**config.mk**
```make
export PLATFORM = sky130hd
export DESIGN_NAME = tga_rle_pixel_decoder
export DESIGN_NICKNAME = d
export VERILOG_FILES = /design/src/rtl/core/tgarle_pkg.sv /design/src/rtl/core/tga_rle_pixel_decoder.sv /design/src/rtl/core/tgarle_front.sv /design/src/rtl/core/tgarle_fifo.sv /design/src/rtl/core/tgarle_back.sv
export SDC_FILE = /design/constraint.sdc
export NUM_CORES = 1
export LEC_CHECK = 0
export BUFFER_PORTS_ARGS = -buffer_cell sky130_fd_sc_hd__buf_2
export CORE_MARGIN = 2
export CORE_UTILIZATION = 29
export CTS_BUF_LIST = sky130_fd_sc_hd__clkbuf_8
export CTS_CLUSTER_SIZE = 40
export DETAILED_ROUTE_END_ITERATION = 10
export HOLD_SLACK_MARGIN = 0.06
export PLACE_DENSITY = 0.5
export SLEW_MARGIN = 25
export SYNTH_ARGS = -nofsm -noshare
export SYNTH_HDL_FRONTEND = slang
export SYNTH_SLANG_ARGS = --single-unit
```
**constraint.sdc**
```tcl
create_clock -name clk -period 14.2 [get_ports clk]
set_input_delay 1.42 -clock clk [delete_from_list [all_inputs] [get_ports clk]]
set_output_delay 1.42 -clock clk [all_outputs]
set_load 0.05 [all_outputs]
```
**src/rtl/core/tgarle_pkg.sv**
```systemverilog
// ----------------------------------------------------------------------------
// tgarle_pkg
// Shared types and constants for the TGA run-length pixel decoder.
// ----------------------------------------------------------------------------
package tgarle_pkg;

  // Image dimension limits
  localparam logic [12:0] MAX_DIMENSION = 13'd4096;
  localparam logic [12:0] MIN_WIDTH     = 13'd4;
  localparam logic [12:0] MIN_HEIGHT    = 13'd1;

  // Command queue between front and back end
  localparam int Q_DEPTH = 4;
  localparam int Q_AW    = $clog2(Q_DEPTH);

  // Configuration register indexes
  localparam logic [2:0] CFG_RLE_MODE        = 3'd0;
  localparam logic [2:0] CFG_BYTES_PER_PIXEL = 3'd1;
  localparam logic [2:0] CFG_IMAGE_WIDTH     = 3'd2;
  localparam logic [2:0] CFG_IMAGE_HEIGHT    = 3'd3;
  localparam logic [2:0] CFG_FLIP_ROWS       = 3'd4;

  // Packet phase of the run-length parser
  typedef enum logic [1:0] {
    PH_HEADER = 2'd0,
    PH_RAW    = 2'd1,
    PH_RUN    = 2'd2
  } phase_t;

  typedef struct packed {
    logic        rle_mode;
    logic [2:0]  bytes_per_pixel;
    logic [12:0] image_width;
    logic [12:0] image_height;
    logic        flip_rows;
  } cfg_t;

  typedef struct packed {
    logic [7:0] data_byte;
    logic       image_start;
  } in_item_t;

  typedef struct packed {
    logic [23:0] dest_index;
    logic [7:0]  span_length;
    logic [7:0]  red;
    logic [7:0]  green;
    logic [7:0]  blue;
    logic [7:0]  alpha;
    logic        span_last;
    logic        image_done;
  } out_item_t;

  // Pixel command: one assembled colour repeated count times
  typedef struct packed {
    logic       restart;
    logic [7:0] count;
    logic [7:0] red;
    logic [7:0] green;
    logic [7:0] blue;
    logic [7:0] alpha;
  } cmd_t;

  typedef struct packed {
    logic full;
    logic empty;
  } q_stat_t;

endpackage

```
**src/rtl/core/tga_rle_pixel_decoder.sv**
```systemverilog
// ----------------------------------------------------------------------------
// tga_rle_pixel_decoder
// TGA pixel-data decoder: uncompressed or run-length bytes in, RGBA row spans
// out.
// ----------------------------------------------------------------------------
// The decoder takes one pixel-data byte per cycle while its four-entry pixel
// command queue has room. Each completed source pixel (2, 3 or 4 bytes, or a
// whole run packet) becomes one command; the span emitter loads a command and
// then emits its spans, so a run that crosses row ends yields its spans at one
// per cycle while the output register is free and holds the byte input only
// once the queue fills. A result waits in an output register while new bytes
// keep arriving. Spans never cross a row end, carry the row-major destination
// index of their first pixel (rows reversed when flip is set), and the span
// that completes the last pixel carries image_done; everything after it is
// dropped until a byte with image_start. Configuration is written through a
// plain write port and takes effect on the next item; no clearing pass runs
// after reset.
module tga_rle_pixel_decoder (
  input  logic                  clk,
  input  logic                  rst_n,
  input  logic                  cfg_we,
  input  logic [2:0]            cfg_index,
  input  logic [12:0]           cfg_data,
  input  logic                  in_valid,
  output logic                  in_ready,
  input  tgarle_pkg::in_item_t  in_data,
  output logic                  out_valid,
  input  logic                  out_ready,
  output tgarle_pkg::out_item_t out_data
);

  tgarle_pkg::cfg_t    cfg_r;
  tgarle_pkg::cmd_t    q_wdata, q_rdata;
  tgarle_pkg::q_stat_t q_stat;
  logic                q_push, q_pop;

  // Configuration registers
  always_ff @(posedge clk) begin
    if (!rst_n) begin
      cfg_r.rle_mode        <= 1'b0;
      cfg_r.bytes_per_pixel <= 3'd4;
      cfg_r.image_width     <= 13'd4096;
      cfg_r.image_height    <= 13'd4096;
      cfg_r.flip_rows       <= 1'b0;
    end else if (cfg_we) begin
      case (cfg_index)
        tgarle_pkg::CFG_RLE_MODE:        cfg_r.rle_mode        <= cfg_data[0];
        tgarle_pkg::CFG_BYTES_PER_PIXEL: cfg_r.bytes_per_pixel <= cfg_data[2:0];
        tgarle_pkg::CFG_IMAGE_WIDTH:     cfg_r.image_width     <= cfg_data;
        tgarle_pkg::CFG_IMAGE_HEIGHT:    cfg_r.image_height    <= cfg_data;
        tgarle_pkg::CFG_FLIP_ROWS:       cfg_r.flip_rows       <= cfg_data[0];
        default: ;
      endcase
    end
  end

  // Byte parser
  tgarle_front u_front (
    .clk      (clk),
    .rst_n    (rst_n),
    .cfg      (cfg_r),
    .in_valid (in_valid),
    .in_ready (in_ready),
    .in_data  (in_data),
    .q_stat   (q_stat),
    .q_push   (q_push),
    .q_data   (q_wdata)
  );

  // Command queue
  tgarle_fifo u_fifo (
    .clk       (clk),
    .rst_n     (rst_n),
    .push      (q_push),
    .push_data (q_wdata),
    .pop       (q_pop),
    .pop_data  (q_rdata),
    .stat      (q_stat)
  );

  // Span emitter
  tgarle_back u_back (
    .clk       (clk),
    .rst_n     (rst_n),
    .cfg       (cfg_r),
    .q_data    (q_rdata),
    .q_stat    (q_stat),
    .q_pop     (q_pop),
    .out_valid (out_valid),
    .out_ready (out_ready),
    .out_data  (out_data)
  );

`ifndef SYNTHESIS
  // A command is never pushed into a full queue
  a_no_overflow: assert property (@(posedge clk) disable iff (!rst_n)
    !(q_push && q_stat.full))
    else $error("command pushed into full queue");

  // A command is never popped from an empty queue
  a_no_underflow: assert property (@(posedge clk) disable iff (!rst_n)
    !(q_pop && q_stat.empty))
    else $error("command popped from empty queue");

  // Spans hold 1 to 128 pixels
  a_span_len: assert property (@(posedge clk) disable iff (!rst_n)
    out_valid |-> (out_data.span_length != 8'd0 && out_data.span_length <= 8'd128))
    else $error("span length out of range");

  // The image-done span ends its transfer group
  a_done_last: assert property (@(posedge clk) disable iff (!rst_n)
    (out_valid && out_data.image_done) |-> out_data.span_last)
    else $error("image_done without span_last");
`endif

endmodule

```
**src/rtl/core/tgarle_front.sv**
```systemverilog
// ----------------------------------------------------------------------------
// tgarle_front
// Byte parser: packet headers, pixel byte assembly and BGR(A) to RGBA
// conversion. Pushes one pixel command per completed source pixel.
// ----------------------------------------------------------------------------
module tgarle_front (
  input  logic                clk,
  input  logic                rst_n,
  input  tgarle_pkg::cfg_t    cfg,
  input  logic                in_valid,
  output logic                in_ready,
  input  tgarle_pkg::in_item_t in_data,
  input  tgarle_pkg::q_stat_t q_stat,
  output logic                q_push,
  output tgarle_pkg::cmd_t    q_data
);

  logic [7:0]         buf_r [4];
  logic [1:0]         pos_r, pos_nxt;
  tgarle_pkg::phase_t phase_r, phase_nxt;
  logic [7:0]         rem_r, rem_nxt;
  logic               pend_r, pend_nxt;

  logic               accept;
  logic               buf_we;
  logic [1:0]         pos_cur;
  tgarle_pkg::phase_t phase_cur;
  logic [7:0]         rem_cur;
  logic [7:0]         rem_dec;
  logic [2:0]         nbytes;
  logic [7:0]         b0, b1, b2, b3;
  logic [7:0]         byte_in;

  assign in_ready = !q_stat.full;
  assign accept   = in_valid && in_ready;
  assign byte_in  = in_data.data_byte;

  // Source pixel size; codes other than 2 and 3 act as 4 bytes
  always_comb begin
    case (cfg.bytes_per_pixel)
      3'd2:    nbytes = 3'd2;
      3'd3:    nbytes = 3'd3;
      default: nbytes = 3'd4;
    endcase
  end

  // Start of image restarts the parser before this byte is taken
  assign pos_cur   = in_data.image_start ? 2'd0 : pos_r;
  assign phase_cur = in_data.image_start ? tgarle_pkg::PH_HEADER : phase_r;
  assign rem_cur   = in_data.image_start ? 8'd0 : rem_r;
  assign rem_dec   = (rem_cur != 8'd0) ? rem_cur - 8'd1 : 8'd0;

  // Pixel bytes with the incoming byte in its slot
  assign b0 = (pos_cur == 2'd0) ? byte_in : buf_r[0];
  assign b1 = (pos_cur == 2'd1) ? byte_in : buf_r[1];
  assign b2 = (pos_cur == 2'd2) ? byte_in : buf_r[2];
  assign b3 = (pos_cur == 2'd3) ? byte_in : buf_r[3];

  // Colour conversion
  always_comb begin
    q_data.restart = pend_r || in_data.image_start;
    q_data.count   = 8'd1;
    if (nbytes == 3'd2) begin
      q_data.red   = {b1[6:2], 3'b000};
      q_data.green = {b1[1:0], b0[7:5], 3'b000};
      q_data.blue  = {b0[4:0], 3'b000};
      q_data.alpha = b1 & 8'h80;
    end else begin
      q_data.red   = b2;
      q_data.green = b1;
      q_data.blue  = b0;
      q_data.alpha = (nbytes == 3'd3) ? 8'd255 : b3;
    end
    if (cfg.rle_mode && phase_cur == tgarle_pkg::PH_RUN) begin
      q_data.count = rem_cur;
    end
  end

  // Packet phase and byte position
  always_comb begin
    pos_nxt   = pos_r;
    phase_nxt = phase_r;
    rem_nxt   = rem_r;
    pend_nxt  = pend_r;
    buf_we    = 1'b0;
    q_push    = 1'b0;
    if (accept) begin
      pos_nxt   = pos_cur;
      phase_nxt = phase_cur;
      rem_nxt   = rem_cur;
      if (in_data.image_start) begin
        pend_nxt = 1'b1;
      end
      if (cfg.rle_mode && phase_cur == tgarle_pkg::PH_HEADER) begin
        // packet header byte
        rem_nxt   = {1'b0, byte_in[6:0]} + 8'd1;
        phase_nxt = byte_in[7] ? tgarle_pkg::PH_RUN : tgarle_pkg::PH_RAW;
        pos_nxt   = 2'd0;
      end else begin
        buf_we = 1'b1;
        if (({1'b0, pos_cur} + 3'd1) < nbytes) begin
          pos_nxt = pos_cur + 2'd1;
        end else begin
          pos_nxt  = 2'd0;
          q_push   = 1'b1;
          pend_nxt = 1'b0;
          if (cfg.rle_mode) begin
            case (phase_cur)
              tgarle_pkg::PH_RUN: begin
                rem_nxt   = 8'd0;
                phase_nxt = tgarle_pkg::PH_HEADER;
              end
              tgarle_pkg::PH_RAW: begin
                rem_nxt = rem_dec;
                if (rem_dec == 8'd0) begin
                  phase_nxt = tgarle_pkg::PH_HEADER;
                end
              end
              default: phase_nxt = tgarle_pkg::PH_HEADER;
            endcase
          end
        end
      end
    end
  end

  // State registers
  always_ff @(posedge clk) begin
    if (!rst_n) begin
      pos_r   <= 2'd0;
      phase_r <= tgarle_pkg::PH_HEADER;
      rem_r   <= 8'd0;
      pend_r  <= 1'b0;
    end else begin
      pos_r   <= pos_nxt;
      phase_r <= phase_nxt;
      rem_r   <= rem_nxt;
      pend_r  <= pend_nxt;
    end
  end

  // Pixel byte buffer
  always_ff @(posedge clk) begin
    if (buf_we) begin
      buf_r[pos_cur] <= byte_in;
    end
  end

endmodule

```
**src/rtl/core/tgarle_fifo.sv**
```systemverilog
// ----------------------------------------------------------------------------
// tgarle_fifo
// Short command queue that decouples the byte parser from the span emitter.
// ----------------------------------------------------------------------------
module tgarle_fifo (
  input  logic                clk,
  input  logic                rst_n,
  input  logic                push,
  input  tgarle_pkg::cmd_t    push_data,
  input  logic                pop,
  output tgarle_pkg::cmd_t    pop_data,
  output tgarle_pkg::q_stat_t stat
);

  tgarle_pkg::cmd_t           mem [tgarle_pkg::Q_DEPTH];
  logic [tgarle_pkg::Q_AW-1:0] wr_ptr_r, rd_ptr_r;
  logic [tgarle_pkg::Q_AW:0]   cnt_r;

  assign stat.full  = (cnt_r == (tgarle_pkg::Q_AW+1)'(tgarle_pkg::Q_DEPTH));
  assign stat.empty = (cnt_r == '0);
  assign pop_data   = mem[rd_ptr_r];

  // Pointers and fill level
  always_ff @(posedge clk) begin
    if (!rst_n) begin
      wr_ptr_r <= '0;
      rd_ptr_r <= '0;
      cnt_r    <= '0;
    end else begin
      if (push) begin
        wr_ptr_r <= wr_ptr_r + 1'b1;
      end
      if (pop) begin
        rd_ptr_r <= rd_ptr_r + 1'b1;
      end
      if (push && !pop) begin
        cnt_r <= cnt_r + 1'b1;
      end else if (pop && !push) begin
        cnt_r <= cnt_r - 1'b1;
      end
    end
  end

  // Storage
  always_ff @(posedge clk) begin
    if (push) begin
      mem[wr_ptr_r] <= push_data;
    end
  end

endmodule

```
**src/rtl/core/tgarle_back.sv**
```systemverilog
// ----------------------------------------------------------------------------
// tgarle_back
// Span emitter: splits each pixel command at row ends, tracks the row and
// column position, applies the vertical flip and flags the image end.
// ----------------------------------------------------------------------------
module tgarle_back (
  input  logic                 clk,
  input  logic                 rst_n,
  input  tgarle_pkg::cfg_t     cfg,
  input  tgarle_pkg::cmd_t     q_data,
  input  tgarle_pkg::q_stat_t  q_stat,
  output logic                 q_pop,
  output logic                 out_valid,
  input  logic                 out_ready,
  output tgarle_pkg::out_item_t out_data
);

  logic                  busy_r;
  tgarle_pkg::cmd_t      cmd_r;
  logic [11:0]           col_r;
  logic [23:0]           row_r;
  logic                  fin_r;
  logic [23:0]           last_base_r;
  logic                  out_valid_r;
  tgarle_pkg::out_item_t out_data_r;

  logic [12:0] w, h;
  logic [25:0] base_prod;
  logic        load, drop, fire, out_free;
  logic [12:0] col_ext, room, col_sum;
  logic [7:0]  n, cnt_left;
  logic [23:0] dest;
  logic        row_end, done, last;

  // Clamped dimensions
  always_comb begin
    if (cfg.image_width < tgarle_pkg::MIN_WIDTH) begin
      w = tgarle_pkg::MIN_WIDTH;
    end else if (cfg.image_width > tgarle_pkg::MAX_DIMENSION) begin
      w = tgarle_pkg::MAX_DIMENSION;
    end else begin
      w = cfg.image_width;
    end
    if (cfg.image_height < tgarle_pkg::MIN_HEIGHT) begin
      h = tgarle_pkg::MIN_HEIGHT;
    end else if (cfg.image_height > tgarle_pkg::MAX_DIMENSION) begin
      h = tgarle_pkg::MAX_DIMENSION;
    end else begin
      h = cfg.image_height;
    end
  end

  // Base index of the last row
  assign base_prod = (h - 13'd1) * w;

  always_ff @(posedge clk) begin
    last_base_r <= base_prod[23:0];
  end

  // Command handling
  assign out_free = !out_valid_r || out_ready;
  assign load     = !busy_r && !q_stat.empty;
  assign q_pop    = load;
  assign drop     = busy_r && (fin_r || cmd_r.count == 8'd0);
  assign fire     = busy_r && !drop && out_free;

  // Span length limited by the room left in the row
  assign col_ext  = {1'b0, col_r};
  assign room     = (col_ext < w) ? (w - col_ext) : 13'd1;
  assign n        = ({5'd0, cmd_r.count} < room) ? cmd_r.count : room[7:0];
  assign col_sum  = col_ext + {5'd0, n};
  assign cnt_left = cmd_r.count - n;
  assign row_end  = (col_sum >= w);
  assign done     = row_end && (row_r >= last_base_r);
  assign last     = (cnt_left == 8'd0) || done;
  assign dest     = cfg.flip_rows ? (last_base_r - row_r + {12'd0, col_r})
                                  : (row_r + {12'd0, col_r});

  // Position and control state
  always_ff @(posedge clk) begin
    if (!rst_n) begin
      busy_r      <= 1'b0;
      col_r       <= 12'd0;
      row_r       <= 24'd0;
      fin_r       <= 1'b0;
      out_valid_r <= 1'b0;
    end else begin
      if (load) begin
        busy_r <= 1'b1;
        if (q_data.restart) begin
          col_r <= 12'd0;
          row_r <= 24'd0;
          fin_r <= 1'b0;
        end
      end else if (drop) begin
        busy_r <= 1'b0;
      end else if (fire) begin
        if (last) begin
          busy_r <= 1'b0;
        end
        if (row_end) begin
          col_r <= 12'd0;
          if (done) begin
            fin_r <= 1'b1;
          end else begin
            row_r <= row_r + {11'd0, w};
          end
        end else begin
          col_r <= col_sum[11:0];
        end
      end
      if (fire) begin
        out_valid_r <= 1'b1;
      end else if (out_ready) begin
        out_valid_r <= 1'b0;
      end
    end
  end

  // Command and output payload
  always_ff @(posedge clk) begin
    if (load) begin
      cmd_r <= q_data;
    end else if (fire) begin
      cmd_r.count <= cnt_left;
    end
    if (fire) begin
      out_data_r.dest_index  <= dest;
      out_data_r.span_length <= n;
      out_data_r.red         <= cmd_r.red;
      out_data_r.green       <= cmd_r.green;
      out_data_r.blue        <= cmd_r.blue;
      out_data_r.alpha       <= cmd_r.alpha;
      out_data_r.span_last   <= last;
      out_data_r.image_done  <= done;
    end
  end

  assign out_valid = out_valid_r;
  assign out_data  = out_data_r;

endmodule
```
==> run_results.csv <==
group,metric,value,unit
route,drc,0,
layout,layout_common_cells,"inv_1 (319), edfxtp_1 (302), nand2_1 (290)",
logic_synthesis,seq_area_frac_synth,0.415,
worst_hold_path,hold_path.class,"flip-flop to flip-flop",
route,wl,71.0,mm
logic_synthesis,synthTopCellsByArea,"edfxtp_1 (33%), fa_1 (13%), ha_1 (8.9%)",
route,vias_per_cell,4.74,
layout,fin_util,0.331,
global_route,grt.total_usage,0.147,
pwr,p_total,0.00557,W
clock_tree,cts_tree,"done",
global_route,antenna_found_initial,5,
timing,tightest_slew,1.02,ns
floorplan,rows,112,
floorplan,core_region_area,93600,sq um
floorplan,pin_count,98,
timing,min_period,10.08,ns
logic_synthesis,yosysTopAreaCell,"edfxtp_1",
floorplan,chipWidth,312,microns
placed_design,portBuffers,97,
layout,stdcell_count,3985,
placed_design,post-dp-hpwl,53.0,mm
job,maxCapViolCount,0,
floorplan,dieArea,97200,sq um
logic_synthesis,synth_edf_count,302,
clock_tree,holdBufCountCts,0,
timing,fmax,99.3,MHz
layout,regArea,11400,sq um
timing,setup_violations,0,
pwr,combinationalPowerShare,0.487,
route,first_iter_violations,1236,
route,vias,18881,
clock_tree,clk_latency,0.71,ns
layout,multi_input_area,14700,sq um
layout,final_common_cell,"inv_1",
critical_path,crit_slowest_cell,"o41ai_1",
global_route,grt_pass1_wl,111,mm
clock_tree,cts_num_sinks,418,
layout,syn_to_final_growth,12.9,%
timing,setup_tns,0,ns
worst_hold_path,min_from,"u_back.cmd_r[7]",
timing,finalHoldViolCount,0,
critical_path,critical_path_class,"flip-flop to flip-flop",
clock_tree,root_buffer,"clkbuf_8",
critical_path,critPathMaxFanout,33,
critical_path,crit_top_cell,"ha_1",
clock_tree,htree_num_levels,3,
logic_synthesis,synth.avg_cell_area,10.8,sq um
logic_synthesis,synthArstFlopShare,0,
global_route,first_global_vias,19243,
layout,final_nets,3072,
logic_synthesis,synth_top_area_share,0.330,
timing,rsz0062_at_grt,"false",
clock_tree,cts_resized,0,
timing,relSlewSlack,0.313,
worst_hold_path,hold_depth,0,
pwr,p_int,0.00326,W
layout,drive_gt1_frac,0.113,
clock_tree,clock_path_buffers,3,
critical_path,r2r_cells,38,
critical_path,arrival,10.67,ns
placed_design,gp_congestion,0.838,
critical_path,rr_startpoint,"cfg_r[21]",
logic_synthesis,yosysUniqueCellTypes,85,
pwr,p_seq_frac,0.301,
route,dr.pass1.iters,5,
logic_synthesis,synth_area,27500,sq um
pwr,ir_drop,0.000134,V
outcome,outcome,"finished clean",
critical_path,critPathLaunchType,"flip-flop",
pwr,cellPowerDensity,180,nW/um^2
logic_synthesis,yosysWarnings,0,
global_route,overflow,0,
logic_synthesis,synth-main-ff-cell,"edfxtp_1",
pwr,clockPowerShare,0.212,
timing,period_share,0.710,
critical_path,critPathLaunch,"cfg_r[21]",
pwr,switchingPower,0.00230,W
clock_tree,clkTransAtPathRegs,0.06,ns
critical_path,end_kind,"flip-flop",
critical_path,crit_required,14.79,ns
critical_path,critPathMaxStageDelay,0.63,ns
pwr,p_sw_frac,0.414,
clock_tree,cts_buffers,79,
logic_synthesis,synth_cells,2550,
global_route,grt_max_degree,51,
timing,fin_skew,0.0501,ns
route,routedWlPerCell,17.8,microns
route,ant_nets,0,
clock_tree,postCtsSetupBuffers,0,
logic_synthesis,synth-seq-cells,418,
placed_design,dp.cells,3846,
pwr,p_leak,12.6,nW
floorplan,die_y,312,microns
timing,final_max_slew_viol_count,0,
layout,nFillCells,9611,
floorplan,start_util,0.293,
cell usage after synthesis (5+ instances only):
cell type / instances
a211oi_1: 12
a21boi_0: 10
a21o_1: 36
a21oi_1: 162
a22oi_1: 22
a31oi_1: 16
and2_1: 27
and3_1: 22
buf_1: 17
clkbuf_1: 73
dfxtp_1: 116
edfxtp_1: 302
fa_1: 173
ha_1: 195
inv_1: 296
inv_2: 5
mux2_2: 5
mux2i_1: 41
mux4_2: 47
nand2_1: 290
nand2b_1: 26
nand3_1: 43
nand4_1: 12
nor2_1: 173
nor2b_1: 17
nor3_1: 42
nor4_1: 10
o211ai_1: 17
o21a_1: 13
o21ai_0: 72
o21bai_1: 17
o31a_1: 5
o31ai_1: 14
o41ai_1: 7
or3_1: 9
or4_1: 8
xnor2_1: 73
xor2_1: 32
critical path: cells and delay by family (launching register included):
family,cells,cell delay [ns]
and+or+nand+nor,13,2.94
buffers and inverters,2,0.42
adders and majority gates,5,1.51
DFF,1,0.32
xor gates and xnor gates,1,0.14
AOI/OAI and AO/OA,17,4.61
final cells by class:
type | instances | share of cell area
timing repair buffer | 116 | 0.0209
multi-input combinational | 1756 | 0.473
inverter | 303 | 0.0367
antenna | 1 | 0.0000807
clock buffer | 86 | 0.0382
sequential | 418 | 0.367
tap | 1254 | 0.0506
clock inverter | 51 | 0.0130
flip-flops by register name, summed over array words and instances, names as in the netlist, 2 cells and up, named ones only:
| register | cells |
|---|---|
| cfg_r | 31 |
| u_back.cmd_r | 40 |
| u_back.col_r | 12 |
| u_back.last_base_r | 24 |
| u_back.out_data | 66 |
| u_back.row_r | 24 |
| u_fifo.cnt_r | 3 |
| u_fifo.mem | 164 |
| u_fifo.rd_ptr_r | 2 |
| u_fifo.wr_ptr_r | 2 |
| u_front.buf_r | 32 |
| u_front.phase_r | 2 |
| u_front.pos_r | 2 |
| u_front.rem_r | 8 |
path summary, 6_finish.rpt:
check	end	slack, ns
max	u_back.row_r[20]	4.12
min	u_back.out_data[9]	0.40
max reg2reg	u_back.row_r[20]	4.12
min reg2reg	u_back.out_data[9]	0.40
per-stage QoR:
step	worst slack [ns]	area, sq um	hold WS (ns)
6_report	4.12	31000	0.404
5_1_grt	3.15	31000	0.403
4_1_cts	4.22	31000	0.405
3_5_place_dp	4.28	29400	0.405
3_3_place_gp	4.45	29400	0.404
2_1_floorplan	5.59	27500	0.400
routing by layer:
layer,vias up,global-route usage,routed length (microns)
met5,-,0,31
met4,6,0.0426,1520
met3,95,0.0268,3670
met2,427,0.223,30700
met1,9211,0.213,35100
li1,9142,-,-
kinds of logic after synthesis:
group | share of synthesized area
other | 0.000273
DFF | 0.415
AOI/OAI and AO/OA | 0.108
and+or+nand+nor | 0.116
buffers and inverters | 0.0549
muxes | 0.0577
adders and majority gates | 0.215
xor gates and xnor gates | 0.0335
power by group through the flow:
stage          Clock [W]  Sequential [W]  Combinational [W]
6_report         0.00118         0.00167            0.00271
3_5_place_dp           0         0.00170            0.00270
3_3_place_gp           0         0.00170            0.00270
2_1_floorplan          0         0.00186            0.00186
5_1_grt          0.00127         0.00169            0.00303
4_1_cts          0.00123         0.00168            0.00272
No activity file was read; power rests on OpenSTA's default activity.
